**config.mk**
```make
export PLATFORM = sky130hd
export DESIGN_NAME = text_console_cursor_scroll_core_flat
export DESIGN_NICKNAME = d
export VERILOG_FILES = /design/src/design/tcc_pkg.sv /design/src/design/tcc_in_if.sv /design/src/design/tcc_out_if.sv /design/src/design/tcc_cfg_if.sv /design/src/design/text_console_cursor_scroll_core.sv /design/src/flat_wrapper.sv
export SDC_FILE = /design/constraint.sdc
export NUM_CORES = 1
export LEC_CHECK = 0
export ABC_AREA = 0
export BUFFER_PORTS_ARGS = -buffer_cell sky130_fd_sc_hd__buf_2
export CORE_MARGIN = 2
export CORE_UTILIZATION = 55
export CTS_CLUSTER_DIAMETER = 200
export DETAILED_ROUTE_END_ITERATION = 12
export MAX_ROUTING_LAYER = met4
export PLACE_DENSITY = 0.76
export SYNTH_ARGS = -nofsm -noshare
export SYNTH_HDL_FRONTEND = slang
export SYNTH_SLANG_ARGS = --single-unit
```
**constraint.sdc**
```tcl
create_clock -name clk_i -period 5.4 [get_ports clk_i]
set_clock_uncertainty 0.15 [all_clocks]
set_input_delay 0.54 -clock clk_i [delete_from_list [all_inputs] [get_ports clk_i]]
set_output_delay 0.54 -clock clk_i [all_outputs]
set_load 0.03 [all_outputs]
```
**src/design/tcc_pkg.sv**
```systemverilog
// text console cursor/scroll engine: shared types and constants
// used by the channel interfaces and the core; no dependencies
package tcc_pkg;

  localparam int ModeW    = 2;
  localparam int ConsoleW = 2;
  localparam int ByteW    = 8;
  localparam int AddrOutW = 14;

  typedef enum logic [ModeW-1:0] {
    MODE_PUT         = 2'd0,
    MODE_SCROLL_UP   = 2'd1,
    MODE_SCROLL_DOWN = 2'd2,
    MODE_SELECT      = 2'd3
  } mode_e;

  typedef enum logic [2:0] {
    S_IDLE,
    S_EXEC,
    S_SCROLL,
    S_CELL,
    S_DISP
  } state_e;

  localparam logic KIND_CELL = 1'b0;
  localparam logic KIND_DISP = 1'b1;

  localparam logic [ByteW-1:0] CH_NEWLINE   = 8'd10;
  localparam logic [ByteW-1:0] CH_BACKSPACE = 8'd8;
  localparam logic [ByteW-1:0] CH_BLANK     = 8'd32;
  localparam logic [ByteW-1:0] ATTR_RESET   = 8'd7;

endpackage

```
**src/design/tcc_in_if.sv**
```systemverilog
// input item channel of the text console engine
// depends on tcc_pkg for field widths
interface tcc_in_if import tcc_pkg::*; ();
  logic                valid;
  logic                ready;
  logic [ModeW-1:0]    mode;
  logic [ConsoleW-1:0] console;
  logic [ByteW-1:0]    char_code;

  modport source (output valid, output mode, output console, output char_code, input ready);
  modport sink   (input valid, input mode, input console, input char_code, output ready);
endinterface

```
**src/design/tcc_out_if.sv**
```systemverilog
// result channel of the text console engine: cell writes and display updates
// depends on tcc_pkg for field widths
interface tcc_out_if import tcc_pkg::*; ();
  logic                valid;
  logic                ready;
  logic                kind;
  logic [AddrOutW-1:0] vmem_addr;
  logic [ByteW-1:0]    vmem_char;
  logic [ByteW-1:0]    vmem_attr;
  logic [AddrOutW-1:0] cursor_pos;
  logic [AddrOutW-1:0] start_addr;
  logic                last;

  modport source (output valid, output kind, output vmem_addr, output vmem_char,
                  output vmem_attr, output cursor_pos, output start_addr,
                  output last, input ready);
  modport sink   (input valid, input kind, input vmem_addr, input vmem_char,
                  input vmem_attr, input cursor_pos, input start_addr,
                  input last, output ready);
endinterface

```
**src/design/tcc_cfg_if.sv**
```systemverilog
// attribute register write channel of the text console engine
// depends on tcc_pkg for the data width
interface tcc_cfg_if import tcc_pkg::*; ();
  logic             valid;
  logic             ready;
  logic [ByteW-1:0] data;

  modport source (output valid, output data, input ready);
  modport sink   (input valid, input data, output ready);
endinterface

```
**src/design/text_console_cursor_scroll_core.sv**
```systemverilog
// multi-console text engine: cursor, column and view per console, one adder/compare
// stepping the auto-scroll a line per cycle; depends on tcc_pkg and the tcc_*_if channels
// sequence: accept, execute, then the scroll state, which moves the view a line at a time,
//   then the result transfers, each held by any receiver stall; a put on the visible
//   console that writes a cell sends a cell write, then a display update
// throughput: one item at a time, ready again in the cycle after the last transfer
// reset: cursors and views at their region starts, console 0 visible, attribute 7
module text_console_cursor_scroll_core import tcc_pkg::*; #(
  parameter int SCREEN_COLS = 80,
  parameter int SCREEN_ROWS = 25,
  parameter int CONSOLES    = 4,
  parameter int VIDEO_WORDS = 16384
) (
  input  logic       clk_i,
  input  logic       rst_ni,
  tcc_in_if.sink     in_i,
  tcc_out_if.source  out_o,
  tcc_cfg_if.sink    cfg_i
);

  localparam int VidW        = $clog2(VIDEO_WORDS) + 1;
  localparam int AW          = (VidW > AddrOutW) ? VidW : AddrOutW;
  localparam int CW          = (SCREEN_COLS > 1) ? $clog2(SCREEN_COLS) : 1;
  localparam int IW          = (CONSOLES > 1) ? $clog2(CONSOLES) : 1;
  localparam int Screen      = SCREEN_COLS * SCREEN_ROWS;
  localparam int RegionSize  = VIDEO_WORDS / CONSOLES;
  localparam int RegionLimit = RegionSize / SCREEN_COLS * SCREEN_COLS;

  state_e state_q, state_d;

  logic [AW-1:0] cur_mem_q  [CONSOLES];
  logic [AW-1:0] view_mem_q [CONSOLES];
  logic [CW-1:0] col_mem_q  [CONSOLES];
  logic [IW-1:0] vis_q;
  logic [ByteW-1:0] attr_q;

  mode_e            mode_q;
  logic [IW-1:0]    con_q;
  logic [ByteW-1:0] char_q;
  logic [AW-1:0]    cur_q, cur_d;
  logic [AW-1:0]    view_q, view_d;
  logic [CW-1:0]    col_q, col_d;
  logic             cell_pend_q, cell_pend_d;
  logic [AW-1:0]    cell_addr_q, cell_addr_d;
  logic [ByteW-1:0] cell_char_q, cell_char_d;
  logic             disp_q;

  logic [AW-1:0] base_w, end_w, scr_sum_w, nl_next_w;
  logic          in_fire, out_fire, con_ok, step_en, disp_w, wb_en;
  logic [IW-1:0] in_con_w;

  assign in_fire   = in_i.valid & in_i.ready;
  assign out_fire  = out_o.valid & out_o.ready;
  assign con_ok    = int'(in_i.console) < CONSOLES;
  assign in_con_w  = IW'(in_i.console);
  assign base_w    = AW'(AW'(con_q) * AW'(RegionSize));
  assign end_w     = base_w + AW'(RegionLimit);
  // shared unit: view + one screen, compared against cursor and region end
  assign scr_sum_w = view_q + AW'(Screen);
  assign nl_next_w = cur_q + AW'(SCREEN_COLS);
  assign step_en   = (mode_q == MODE_PUT) && (cur_q >= scr_sum_w) && (scr_sum_w < end_w);
  assign disp_w    = (con_q == vis_q);
  assign wb_en     = (state_q == S_SCROLL) && !step_en;
  assign cfg_i.ready = 1'b1;

  // next state
  always_comb begin
    state_d = state_q;
    unique case (state_q)
      S_IDLE: begin
        if (in_fire && con_ok) state_d = S_EXEC;
      end
      S_EXEC: state_d = S_SCROLL;
      S_SCROLL: begin
        priority if (step_en) state_d = S_SCROLL;
        else if (cell_pend_q) state_d = S_CELL;
        else if (disp_w)      state_d = S_DISP;
        else                  state_d = S_IDLE;
      end
      S_CELL: begin
        if (out_fire) state_d = disp_q ? S_DISP : S_IDLE;
      end
      S_DISP: begin
        if (out_fire) state_d = S_IDLE;
      end
      default: state_d = S_IDLE;
    endcase
  end

  // outputs
  always_comb begin
    in_i.ready       = 1'b0;
    out_o.valid      = 1'b0;
    out_o.kind       = KIND_CELL;
    out_o.vmem_addr  = '0;
    out_o.vmem_char  = '0;
    out_o.vmem_attr  = '0;
    out_o.cursor_pos = '0;
    out_o.start_addr = '0;
    out_o.last       = 1'b0;
    unique case (state_q)
      S_IDLE: in_i.ready = 1'b1;
      S_CELL: begin
        out_o.valid     = 1'b1;
        out_o.kind      = KIND_CELL;
        out_o.vmem_addr = cell_addr_q[AddrOutW-1:0];
        out_o.vmem_char = cell_char_q;
        out_o.vmem_attr = attr_q;
        out_o.last      = !disp_q;
      end
      S_DISP: begin
        out_o.valid      = 1'b1;
        out_o.kind       = KIND_DISP;
        out_o.cursor_pos = cur_q[AddrOutW-1:0];
        out_o.start_addr = view_q[AddrOutW-1:0];
        out_o.last       = 1'b1;
      end
      default: ;
    endcase
  end

  // working copy of the addressed console
  always_comb begin
    cur_d       = cur_q;
    view_d      = view_q;
    col_d       = col_q;
    cell_pend_d = cell_pend_q;
    cell_addr_d = cell_addr_q;
    cell_char_d = cell_char_q;
    unique case (state_q)
      S_IDLE: begin
        cur_d       = cur_mem_q[in_con_w];
        view_d      = view_mem_q[in_con_w];
        col_d       = col_mem_q[in_con_w];
        cell_pend_d = 1'b0;
      end
      S_EXEC: begin
        unique case (mode_q)
          MODE_PUT: begin
            priority if (char_q == CH_NEWLINE) begin
              if (nl_next_w < end_w) begin
                cur_d = nl_next_w - AW'(col_q);
                col_d = '0;
              end
            end else if (char_q == CH_BACKSPACE) begin
              if (cur_q > base_w) begin
                cur_d       = cur_q - AW'(1);
                col_d       = (col_q == '0) ? CW'(SCREEN_COLS - 1) : col_q - CW'(1);
                cell_pend_d = 1'b1;
                cell_addr_d = cur_q - AW'(1);
                cell_char_d = CH_BLANK;
              end
            end else begin
              if (cur_q + AW'(1) < end_w) begin
                cur_d       = cur_q + AW'(1);
                col_d       = (col_q == CW'(SCREEN_COLS - 1)) ? '0 : col_q + CW'(1);
                cell_pend_d = 1'b1;
                cell_addr_d = cur_q;
                cell_char_d = char_q;
              end
            end
          end
          MODE_SCROLL_UP: begin
            if (view_q > base_w) view_d = view_q - AW'(SCREEN_COLS);
          end
          MODE_SCROLL_DOWN: begin
            if (scr_sum_w < end_w) view_d = view_q + AW'(SCREEN_COLS);
          end
          MODE_SELECT: ;
        endcase
      end
      S_SCROLL: begin
        if (step_en) view_d = view_q + AW'(SCREEN_COLS);
      end
      default: ;
    endcase
  end

  always_ff @(posedge clk_i or negedge rst_ni) begin
    if (!rst_ni) begin
      state_q <= S_IDLE;
      vis_q   <= '0;
      attr_q  <= ATTR_RESET;
      for (int c = 0; c < CONSOLES; c++) begin
        cur_mem_q[c]  <= AW'(c * RegionSize);
        view_mem_q[c] <= AW'(c * RegionSize);
        col_mem_q[c]  <= '0;
      end
    end else begin
      state_q <= state_d;
      if (cfg_i.valid && cfg_i.ready) attr_q <= cfg_i.data;
      if (state_q == S_EXEC && mode_q == MODE_SELECT) vis_q <= con_q;
      if (wb_en) begin
        cur_mem_q[con_q]  <= cur_q;
        view_mem_q[con_q] <= view_q;
        col_mem_q[con_q]  <= col_q;
      end
    end
  end

  always_ff @(posedge clk_i) begin
    cur_q       <= cur_d;
    view_q      <= view_d;
    col_q       <= col_d;
    cell_pend_q <= cell_pend_d;
    cell_addr_q <= cell_addr_d;
    cell_char_q <= cell_char_d;
    if (in_fire) begin
      mode_q <= mode_e'(in_i.mode);
      con_q  <= in_con_w;
      char_q <= in_i.char_code;
    end
    if (wb_en) disp_q <= disp_w;
  end

  a_no_overlap: assert property (@(posedge clk_i) disable iff (!rst_ni)
    in_i.ready |-> !out_o.valid)
    else $error("input taken while a result is pending");

  a_cursor_in_region: assert property (@(posedge clk_i) disable iff (!rst_ni)
    (state_q == S_SCROLL) |-> (cur_q >= base_w) && (cur_q < end_w))
    else $error("cursor left its console region");

  a_cell_then_disp: assert property (@(posedge clk_i) disable iff (!rst_ni)
    (state_q == S_CELL && out_fire && disp_q) |=> (state_q == S_DISP) && out_o.valid)
    else $error("display update lost after cell write");

  a_bad_console: assert property (@(posedge clk_i) disable iff (!rst_ni)
    (in_fire && !con_ok) |=> (state_q == S_IDLE))
    else $error("out-of-range console started work");

  a_scroll_put_only: assert property (@(posedge clk_i) disable iff (!rst_ni)
    (state_q == S_SCROLL && mode_q != MODE_PUT) |=> (state_q != S_SCROLL))
    else $error("auto-scroll ran for a non-put item");

endmodule
```
**src/flat_wrapper.sv**
```systemverilog
// flat-port wrapper written by rule: the top's interface ports become plain ports
module text_console_cursor_scroll_core_flat import tcc_pkg::*;
#(
  parameter int SCREEN_COLS = 80,
  parameter int SCREEN_ROWS = 25,
  parameter int CONSOLES    = 4,
  parameter int VIDEO_WORDS = 16384
)
  (clk_i, rst_ni, in_i_valid, in_i_mode, in_i_console, in_i_char_code, in_i_ready, out_o_valid, out_o_kind, out_o_vmem_addr, out_o_vmem_char, out_o_vmem_attr, out_o_cursor_pos, out_o_start_addr, out_o_last, out_o_ready, cfg_i_valid, cfg_i_data, cfg_i_ready);
  tcc_in_if in_i_i ();
  tcc_out_if out_o_i ();
  tcc_cfg_if cfg_i_i ();
  input  logic clk_i;
  input  logic rst_ni;
  input wire logic [$bits(in_i_i.valid)-1:0] in_i_valid;
  input wire logic [$bits(in_i_i.mode)-1:0] in_i_mode;
  input wire logic [$bits(in_i_i.console)-1:0] in_i_console;
  input wire logic [$bits(in_i_i.char_code)-1:0] in_i_char_code;
  output wire logic [$bits(in_i_i.ready)-1:0] in_i_ready;
  output wire logic [$bits(out_o_i.valid)-1:0] out_o_valid;
  output wire logic [$bits(out_o_i.kind)-1:0] out_o_kind;
  output wire logic [$bits(out_o_i.vmem_addr)-1:0] out_o_vmem_addr;
  output wire logic [$bits(out_o_i.vmem_char)-1:0] out_o_vmem_char;
  output wire logic [$bits(out_o_i.vmem_attr)-1:0] out_o_vmem_attr;
  output wire logic [$bits(out_o_i.cursor_pos)-1:0] out_o_cursor_pos;
  output wire logic [$bits(out_o_i.start_addr)-1:0] out_o_start_addr;
  output wire logic [$bits(out_o_i.last)-1:0] out_o_last;
  input wire logic [$bits(out_o_i.ready)-1:0] out_o_ready;
  input wire logic [$bits(cfg_i_i.valid)-1:0] cfg_i_valid;
  input wire logic [$bits(cfg_i_i.data)-1:0] cfg_i_data;
  output wire logic [$bits(cfg_i_i.ready)-1:0] cfg_i_ready;
  assign in_i_i.valid = in_i_valid;
  assign in_i_i.mode = in_i_mode;
  assign in_i_i.console = in_i_console;
  assign in_i_i.char_code = in_i_char_code;
  assign in_i_ready = in_i_i.ready;
  assign out_o_valid = out_o_i.valid;
  assign out_o_kind = out_o_i.kind;
  assign out_o_vmem_addr = out_o_i.vmem_addr;
  assign out_o_vmem_char = out_o_i.vmem_char;
  assign out_o_vmem_attr = out_o_i.vmem_attr;
  assign out_o_cursor_pos = out_o_i.cursor_pos;
  assign out_o_start_addr = out_o_i.start_addr;
  assign out_o_last = out_o_i.last;
  assign out_o_i.ready = out_o_ready;
  assign cfg_i_i.valid = cfg_i_valid;
  assign cfg_i_i.data = cfg_i_data;
  assign cfg_i_ready = cfg_i_i.ready;
  text_console_cursor_scroll_core #(.SCREEN_COLS(SCREEN_COLS), .SCREEN_ROWS(SCREEN_ROWS), .CONSOLES(CONSOLES), .VIDEO_WORDS(VIDEO_WORDS)) u_core (.clk_i(clk_i), .rst_ni(rst_ni), .in_i(in_i_i), .out_o(out_o_i), .cfg_i(cfg_i_i));
endmodule
```
**Word level (Yosys, flattened, before mapping)**

Index checks and enable logic that the tools add are counted.

- Register bits: 234
- Input bits: 25
- Output and inout port bits: 63
- Word-level logic and storage cells: 159

- Add/sub/neg operators: 10
- Magnitude comparators: 9
- Eq/ne operators: 26
- Mux-type cells: 65
- Bitwise logic cells: 5
- Reduce and logical (&&, ||, !) cells: 19

Operator list:

| operator | count |
|---|---|
| 15-bit 2-to-1 mux | 14 |
| 60-bit bitwise mux | 2 |
| 7-bit 2-to-1 mux | 11 |
| 14-bit 2-to-1 mux | 5 |
| 15-bit binary-select mux with 2-bit select | 2 |
| 15-bit case mux with 2 select lines | 2 |
| 15-bit less-than comparator | 3 |
| 15-bit case mux with 3 select lines | 1 |
| 8-bit 2-to-1 mux | 5 |
| 15-bit by 7-bit adder with 15-bit output, second input constant | 2 |
| 15-bit demux with 2-bit select | 1 |
| 15-bit by 14-bit greater-than comparator with 1-bit output | 2 |
| 28-bit bitwise mux | 1 |
| 3-bit 2-to-1 mux | 7 |
| 5-bit AND reduction | 4 |
| 8-bit by 4-bit == test with 1-bit output, second input constant | 2 |
| 14-bit by 12-bit adder with 15-bit output, second input constant | 1 |
| 15-bit by 1-bit adder with 15-bit output, second input constant | 1 |
| 15-bit by 11-bit adder with 15-bit output, second input constant | 1 |
| 15-bit >= comparator | 1 |
| 3-bit case mux with 5 select lines | 1 |
| 15-bit by 1-bit subtractor with 15-bit output, second input constant | 1 |
| 15-bit by 7-bit subtractor with 15-bit output | 1 |
| 15-bit by 7-bit subtractor with 15-bit output, second input constant | 1 |
| 35 further kinds | 62 |

**Longest topological paths before layout**

- Depth in word-level cells: 7
- Gate-level depth with buffers: 15

**Worst setup path before layout**

Ideal clock, no wire load.

- Kind: flip-flop to flip-flop
- Start point: register u_core.cur_q[5]
- End point: register u_core.col_q[0] (enable)
- Library setup time: 0.378 ns
- Arrival time: 4.321 ns
- Data required time: 4.872 ns
- Slack: 0.551 ns
- Stages on the path, launching flop included: 14
- Buffers on the path: 1
- Path through: edfxtp_1 > ha_1 > clkbuf_1 > nand2_1 > nor2_1 > and4_1 > xnor2_1 > ha_1 > nand2_1 > nor3_1 > o2111ai_1 > a21oi_1 > nor3_1 > a211o_1

- Word-level cells in the longest chain between the ends: 4

Ends and longest elaborated chain:

| element | RTL line | RTL |
|---|---|---|
| start: declaration | text_console_cursor_scroll_core.sv:40 | `logic [AW-1:0] cur_q, cur_d;` |
| start signal: assignment | text_console_cursor_scroll_core.sv:202 | `cur_q <= cur_d;` |
| 15-bit by 1-bit adder with 15-bit output or 15-bit by 7-bit adder with 15-bit output (tied branches) | text_console_cursor_scroll_core.sv:154, text_console_cursor_scroll_core.sv:60 |  |
| 15-bit less-than comparator, on equally long branches | text_console_cursor_scroll_core.sv:154, text_console_cursor_scroll_core.sv:141 |  |
| 4-bit by 1-bit inequality test with 1-bit output (no line) or 3-bit inequality test (tied branches) | - |  |
| 5-bit AND reduction (no line) (*) | - |  |
| end signal: assignment | text_console_cursor_scroll_core.sv:204 | `col_q <= col_d;` |
| end: declaration | text_console_cursor_scroll_core.sv:42 | `logic [CW-1:0] col_q, col_d;` |

Every way passes the cells marked *; elsewhere a longest branch is shown, timed or not.
A chain may end at the register's enable or synchronous reset.

**Final worst setup path**

- Start point: register u_core.view_q[4]
- End point: register u_core.cur_mem_q[33] (netlist name)

- Word-level cells in the longest chain between the ends: 6

Ends and longest elaborated chain:

| element | RTL line | RTL |
|---|---|---|
| start: declaration | text_console_cursor_scroll_core.sv:41 | `logic [AW-1:0] view_q, view_d;` |
| start signal: assignment | text_console_cursor_scroll_core.sv:203 | `view_q <= view_d;` |
| 15-bit by 11-bit adder with 15-bit output (*) | text_console_cursor_scroll_core.sv:59 | `assign scr_sum_w = view_q + AW'(Screen);` |
| 15-bit >= comparator | text_console_cursor_scroll_core.sv:61 | `assign step_en = (mode_q == MODE_PUT) && (cur_q >= scr_sum_w) && (scr_sum_w < end_w);` |
| 1-bit logical AND | text_console_cursor_scroll_core.sv:61 |  |
| 1-bit logical AND (*) | text_console_cursor_scroll_core.sv:61 |  |
| 1-bit zero test (*) | text_console_cursor_scroll_core.sv:63 | `assign wb_en = (state_q == S_SCROLL) && !step_en;` |
| 1-bit logical AND (*) | text_console_cursor_scroll_core.sv:63 |  |
| end signal: indexed assignment | text_console_cursor_scroll_core.sv:185 | `cur_mem_q[c] <= AW'(c * RegionSize);` |
| end signal: indexed assignment | text_console_cursor_scroll_core.sv:194 | `cur_mem_q[con_q] <= cur_q;` |
| end: declaration | text_console_cursor_scroll_core.sv:31 | `logic [AW-1:0] cur_mem_q [CONSOLES];` |

Marks and branches as above.

==> impl.org <==
** Clocking
- Clk_lat worst skew :: 0.53 ns
- Post-CTS timing repair inserted 0 buffers for setup.
- The tree is rooted in a sky130_fd_sc_hd__clkbuf_16.
- Clock tree buffer depth :: 3
- The clock net in this run drives a total of 234 sinks.
- TritonCTS clock tree :: done
- Clock-pin slew on the worst setup and hold paths :: 0.06 ns
- CTS H-tree depth :: 1
- Buffers inserted during clock tree synthesis total 26.

** Floorplan
- Row Count :: 58
- 88 I/O pins were placed.
- The die covers 26,800 µm².
- After floorplanning, the core was sized to cover 25,100 µm².
- The initial utilization of the core area, before any placement, comes to 0.558.
- From left edge to right edge, the die measures 164 µm.
- In this run the vertical extent of the chip is 164 µm.

** Logic synthesis
- Yosys printed 0 warnings.
- By area the synthesized netlist is led by sky130_fd_sc_hd__dfrtp_1 27%, sky130_fd_sc_hd__edfxtp_1 16%, sky130_fd_sc_hd__mux2_4 13%, sky130_fd_sc_hd__mux4_2 5.9%, sky130_fd_sc_hd__ha_1 3.9%.
- Proportion of synthesized flip-flops having asynchronous set or reset :: 0.688
- Synth Cell Area :: 14,000 µm²
- In the synthesized netlist the dominant register cell turns out to be sky130_fd_sc_hd__dfrtp_1.
- Counting flops with a built-in enable in the synthesized netlist gives 73.
- In this run, synthesis produced a sequential element count of 234.
- The biggest area contributor in the post-synthesis netlist is sky130_fd_sc_hd__dfrtp_1.
- The number of nets handed over by synthesis was 1,242.
- Counting every instance in the synthesized netlist gives 1,172.
- Post-Synthesis Mean Instance Area :: 12.0 µm²
- The share of the Yosys chip area taken by registers is 0.445.
- Leading cell types by count after synthesis :: 150 x sky130_fd_sc_hd__dfrtp_1, 120 x sky130_fd_sc_hd__mux2_4, 77 x sky130_fd_sc_hd__nand2_1
- Synthesis instantiated 74 different standard cells from the library.
- Proportion of netlist area held by the largest area contributor :: 0.268
- Among all cell types in the netlist, the one instantiated most often is sky130_fd_sc_hd__dfrtp_1.

** Power and ir drop
- Power spread over the standard cell area amounts to 635 nW/µm².
- Pleak :: 6.71 nW
- Worst-case vdd ir drop :: 0.000464 V

** Flow run
- Max-cap violations in this run came to 0.

** Worst setup path
- Startpoint type of the worst setup path :: register
- Critical setup path kind :: register to register
- STA classifies the critical path endpoint as a register.
- Data required time of the critical path :: 5.66 ns
- Worst endpoint data arrival time :: 5.09 ns
- In this run the worst path has a maximum fanout of 33.

** Final layout
- Area growth from synthesis to layout :: 11.4%
- Filler instances :: 1,932
- Final Util :: 0.621
- Nets@finish :: 1,285
- Fraction of layout instances using a drive strength above 1 :: 0.307
- Antenna fix cells :: 0

** STA
- Minimum setup slack in the final design :: 0.574 ns
- Static timing analysis puts the maximum clock frequency at 207 MHz.
- Worst slew margin relative to its limit :: 0.245
- Setup violations remaining at the end of the flow were counted as 0.
- Post-layout min period :: 4.83 ns
- The number of max-slew violations in the final report came to 0.
- Transition time at the pin with the least slew margin :: 1.13 ns
- The hold violation total from the final report was 0.
- Unrepaired setup endpoints after global routing :: no
- Sum of negative setup slack :: 0 ns
- Final worst-path cycle share :: 0.894

** GRT
- Global-route met3 utilization :: 0.0422
- In the global route stage, overall resource usage came out at 0.262.
- For this run, global-route usage on met2 was measured as 0.412.
- The number of antenna violations at the first check in global routing was 0.
- In the global route stage, met1 resource usage came out at 0.353.
- After global routing the overflow that remains totals 0.
- The first global-routing pass estimated 53,800 µm of wire.
- Vias in the first global route :: 9,755
- met2 is the most crowded layer.
- Entering global routing, the biggest net connects 59 pins.

** Detailed routing
- Detailed Route WL :: 33,600 µm
- Drt first-iter violations :: 984
- The detail route stage leaves a number of antenna-violating nets equal to 0.
- Post-detailed-route DRC marker count :: 0
- Via density per instance :: 6.29
- The first TritonRoute pass finished after 5 iterations.
- Detailed routing inserted a total of 9,845 vias.
- After detailed routing, the average wire length per cell comes to 21.5 µm.

** Hold path
- The path class of the tightest hold or removal check is input port to register.

** Placement
- Port buffering added 86 buffers.
- Timing analysis after detailed placement gives a worst setup slack of 0.610 ns.
- Routability-driven placement finished with a final weighted congestion of 0.932.
- Dpl hpwl :: 21,700 µm

** Run status
- Run status :: complete, no violations
[critical path, stage by stage (launching register included)]
cell,delay (ns)
sky130_fd_sc_hd__edfxtp_1,0.61
sky130_fd_sc_hd__ha_1,0.35
sky130_fd_sc_hd__nor3_2,0.27
sky130_fd_sc_hd__nand2_1,0.12
sky130_fd_sc_hd__nand2_1,0.09
sky130_fd_sc_hd__xnor2_1,0.15
sky130_fd_sc_hd__inv_1,0.07
sky130_fd_sc_hd__ha_1,0.29
sky130_fd_sc_hd__nand3_1,0.13
sky130_fd_sc_hd__nor3_1,0.07
sky130_fd_sc_hd__a2111oi_0,0.70
sky130_fd_sc_hd__a311oi_4,0.40
sky130_fd_sc_hd__nor4_4,0.53
sky130_fd_sc_hd__buf_12,0.33
sky130_fd_sc_hd__mux2_2,0.38
[sequential cells by signal, summed over array words and instances (netlist names)]
signal,count
u_core.state_q,3
u_core.view_mem_q,60
u_core.mode_q,2
u_core.col_mem_q,28
u_core.view_q,15
u_core.cur_q,15
u_core.cell_addr_q,14
u_core.attr_q,8
u_core.disp_q,1
u_core.cur_mem_q,60
u_core.cell_pend_q,1
u_core.vis_q,2
u_core.col_q,7
u_core.cell_char_q,8
u_core.char_q,8
u_core.con_q,2
[area by class of cell]
class | count | area (µm²) | share of cell area
Inverter | 31 | 116 | 0.00746
Clock inverter | 11 | 194 | 0.0124
Sequential cell | 234 | 6230 | 0.400
Tap cell | 330 | 413 | 0.0265
Timing Repair Buffer | 114 | 699 | 0.0448
Clock buffer | 37 | 764 | 0.0490
Multi-Input combinational cell | 808 | 7180 | 0.460
[path summary, 6_finish.rpt]
kind,from,to,slack (ns),depth (start not counted)
max in group asynchronous,rst_ni,u_core.cur_mem_q[58]$_DFFE_PN0P_,3.58,3
worst min-delay path,in_i_mode[1],u_core.mode_q[1]$_DFFE_PP_,0.03,1
worst max register to register,u_core.view_q[4]$_DFFE_PP_,u_core.cur_mem_q[33]$_DFFE_PN0P_,0.57,14
worst min register to register,u_core.char_q[7]$_DFFE_PP_,u_core.cell_char_q[7]$_SDFFCE_PP0P_,0.33,0
min in group asynchronous,rst_ni,u_core.view_mem_q[57]$_DFFE_PN0P_,0.38,2
worst max-delay path,u_core.view_q[4]$_DFFE_PP_,u_core.cur_mem_q[33]$_DFFE_PN0P_,0.57,14
[per-stage QoR]
stage / hold WS, ns / power (W) / std cells / area (µm²)
3_5_place_dp: 0.311 / 0.00783 / 1516 / 14600
5_1_grt: 0.0182 / 0.0105 / 1565 / 15600
3_3_place_gp: 0.301 / 0.00769 / 1516 / 14600
4_1_cts: 0.0175 / 0.00985 / 1565 / 15600
6_report: 0.0348 / 0.00991 / 1565 / 15600
2_1_floorplan: 0.0944 / 0.00670 / 1172 / 14000
[layout by cell type (no fill, tap or decap), types with 8 or more instances in the layout]
cell,instances
sky130_fd_sc_hd__nor2_1,60
sky130_fd_sc_hd__clkbuf_16,28
sky130_fd_sc_hd__nor4_1,11
sky130_fd_sc_hd__mux4_2,37
sky130_fd_sc_hd__o21ai_0,50
sky130_fd_sc_hd__buf_2,85
sky130_fd_sc_hd__nand4_1,8
sky130_fd_sc_hd__dfstp_2,11
sky130_fd_sc_hd__xnor2_1,46
sky130_fd_sc_hd__edfxtp_1,73
sky130_fd_sc_hd__dfrtp_1,150
sky130_fd_sc_hd__inv_1,31
sky130_fd_sc_hd__a21oi_1,32
sky130_fd_sc_hd__buf_4,23
sky130_fd_sc_hd__mux2_2,37
sky130_fd_sc_hd__and2_1,34
sky130_fd_sc_hd__and3_1,28
sky130_fd_sc_hd__nand3_1,23
sky130_fd_sc_hd__ha_1,44
sky130_fd_sc_hd__mux2_4,120
sky130_fd_sc_hd__o21a_1,8
sky130_fd_sc_hd__nand2_1,77
sky130_fd_sc_hd__xor2_1,21
sky130_fd_sc_hd__nor3_1,26
[layer usage]
layer  part of all wire  routed length, µm
met5                  0                  0
met1               0.43              14400
met3              0.077               2570
met4              0.027                911
met2               0.47              15700
[where the power goes]
group / switching (W) / internal [W] / leakage, nW / total [W]
clock network: 0.000731 / 0.00123 / 0.469 / 0.00196
logic: 0.00226 / 0.00209 / 3.55 / 0.00435
registers: 0.000857 / 0.00274 / 2.69 / 0.00360
total: 0.00385 / 0.00607 / 6.71 / 0.00991
[timing repair]
item | CTS | global route
hold buffers | 1 | 0
endpoints found under the hold margin | 51 | 0
resized for setup | 0 | 0
[cell families after synthesis]
kind of cell	after synthesis	share of synthesized area
AOI/OAI and AO/OA	179	0.0878
xor gates and xnor gates	67	0.0419
adders and majority gates	45	0.0407
buffers and inverters	130	0.0426
DFF	234	0.445
muxes	195	0.219
other	1	0.000268
and+or+nand+nor	321	0.123
Note: power is estimated with default switching activity, not from simulation.
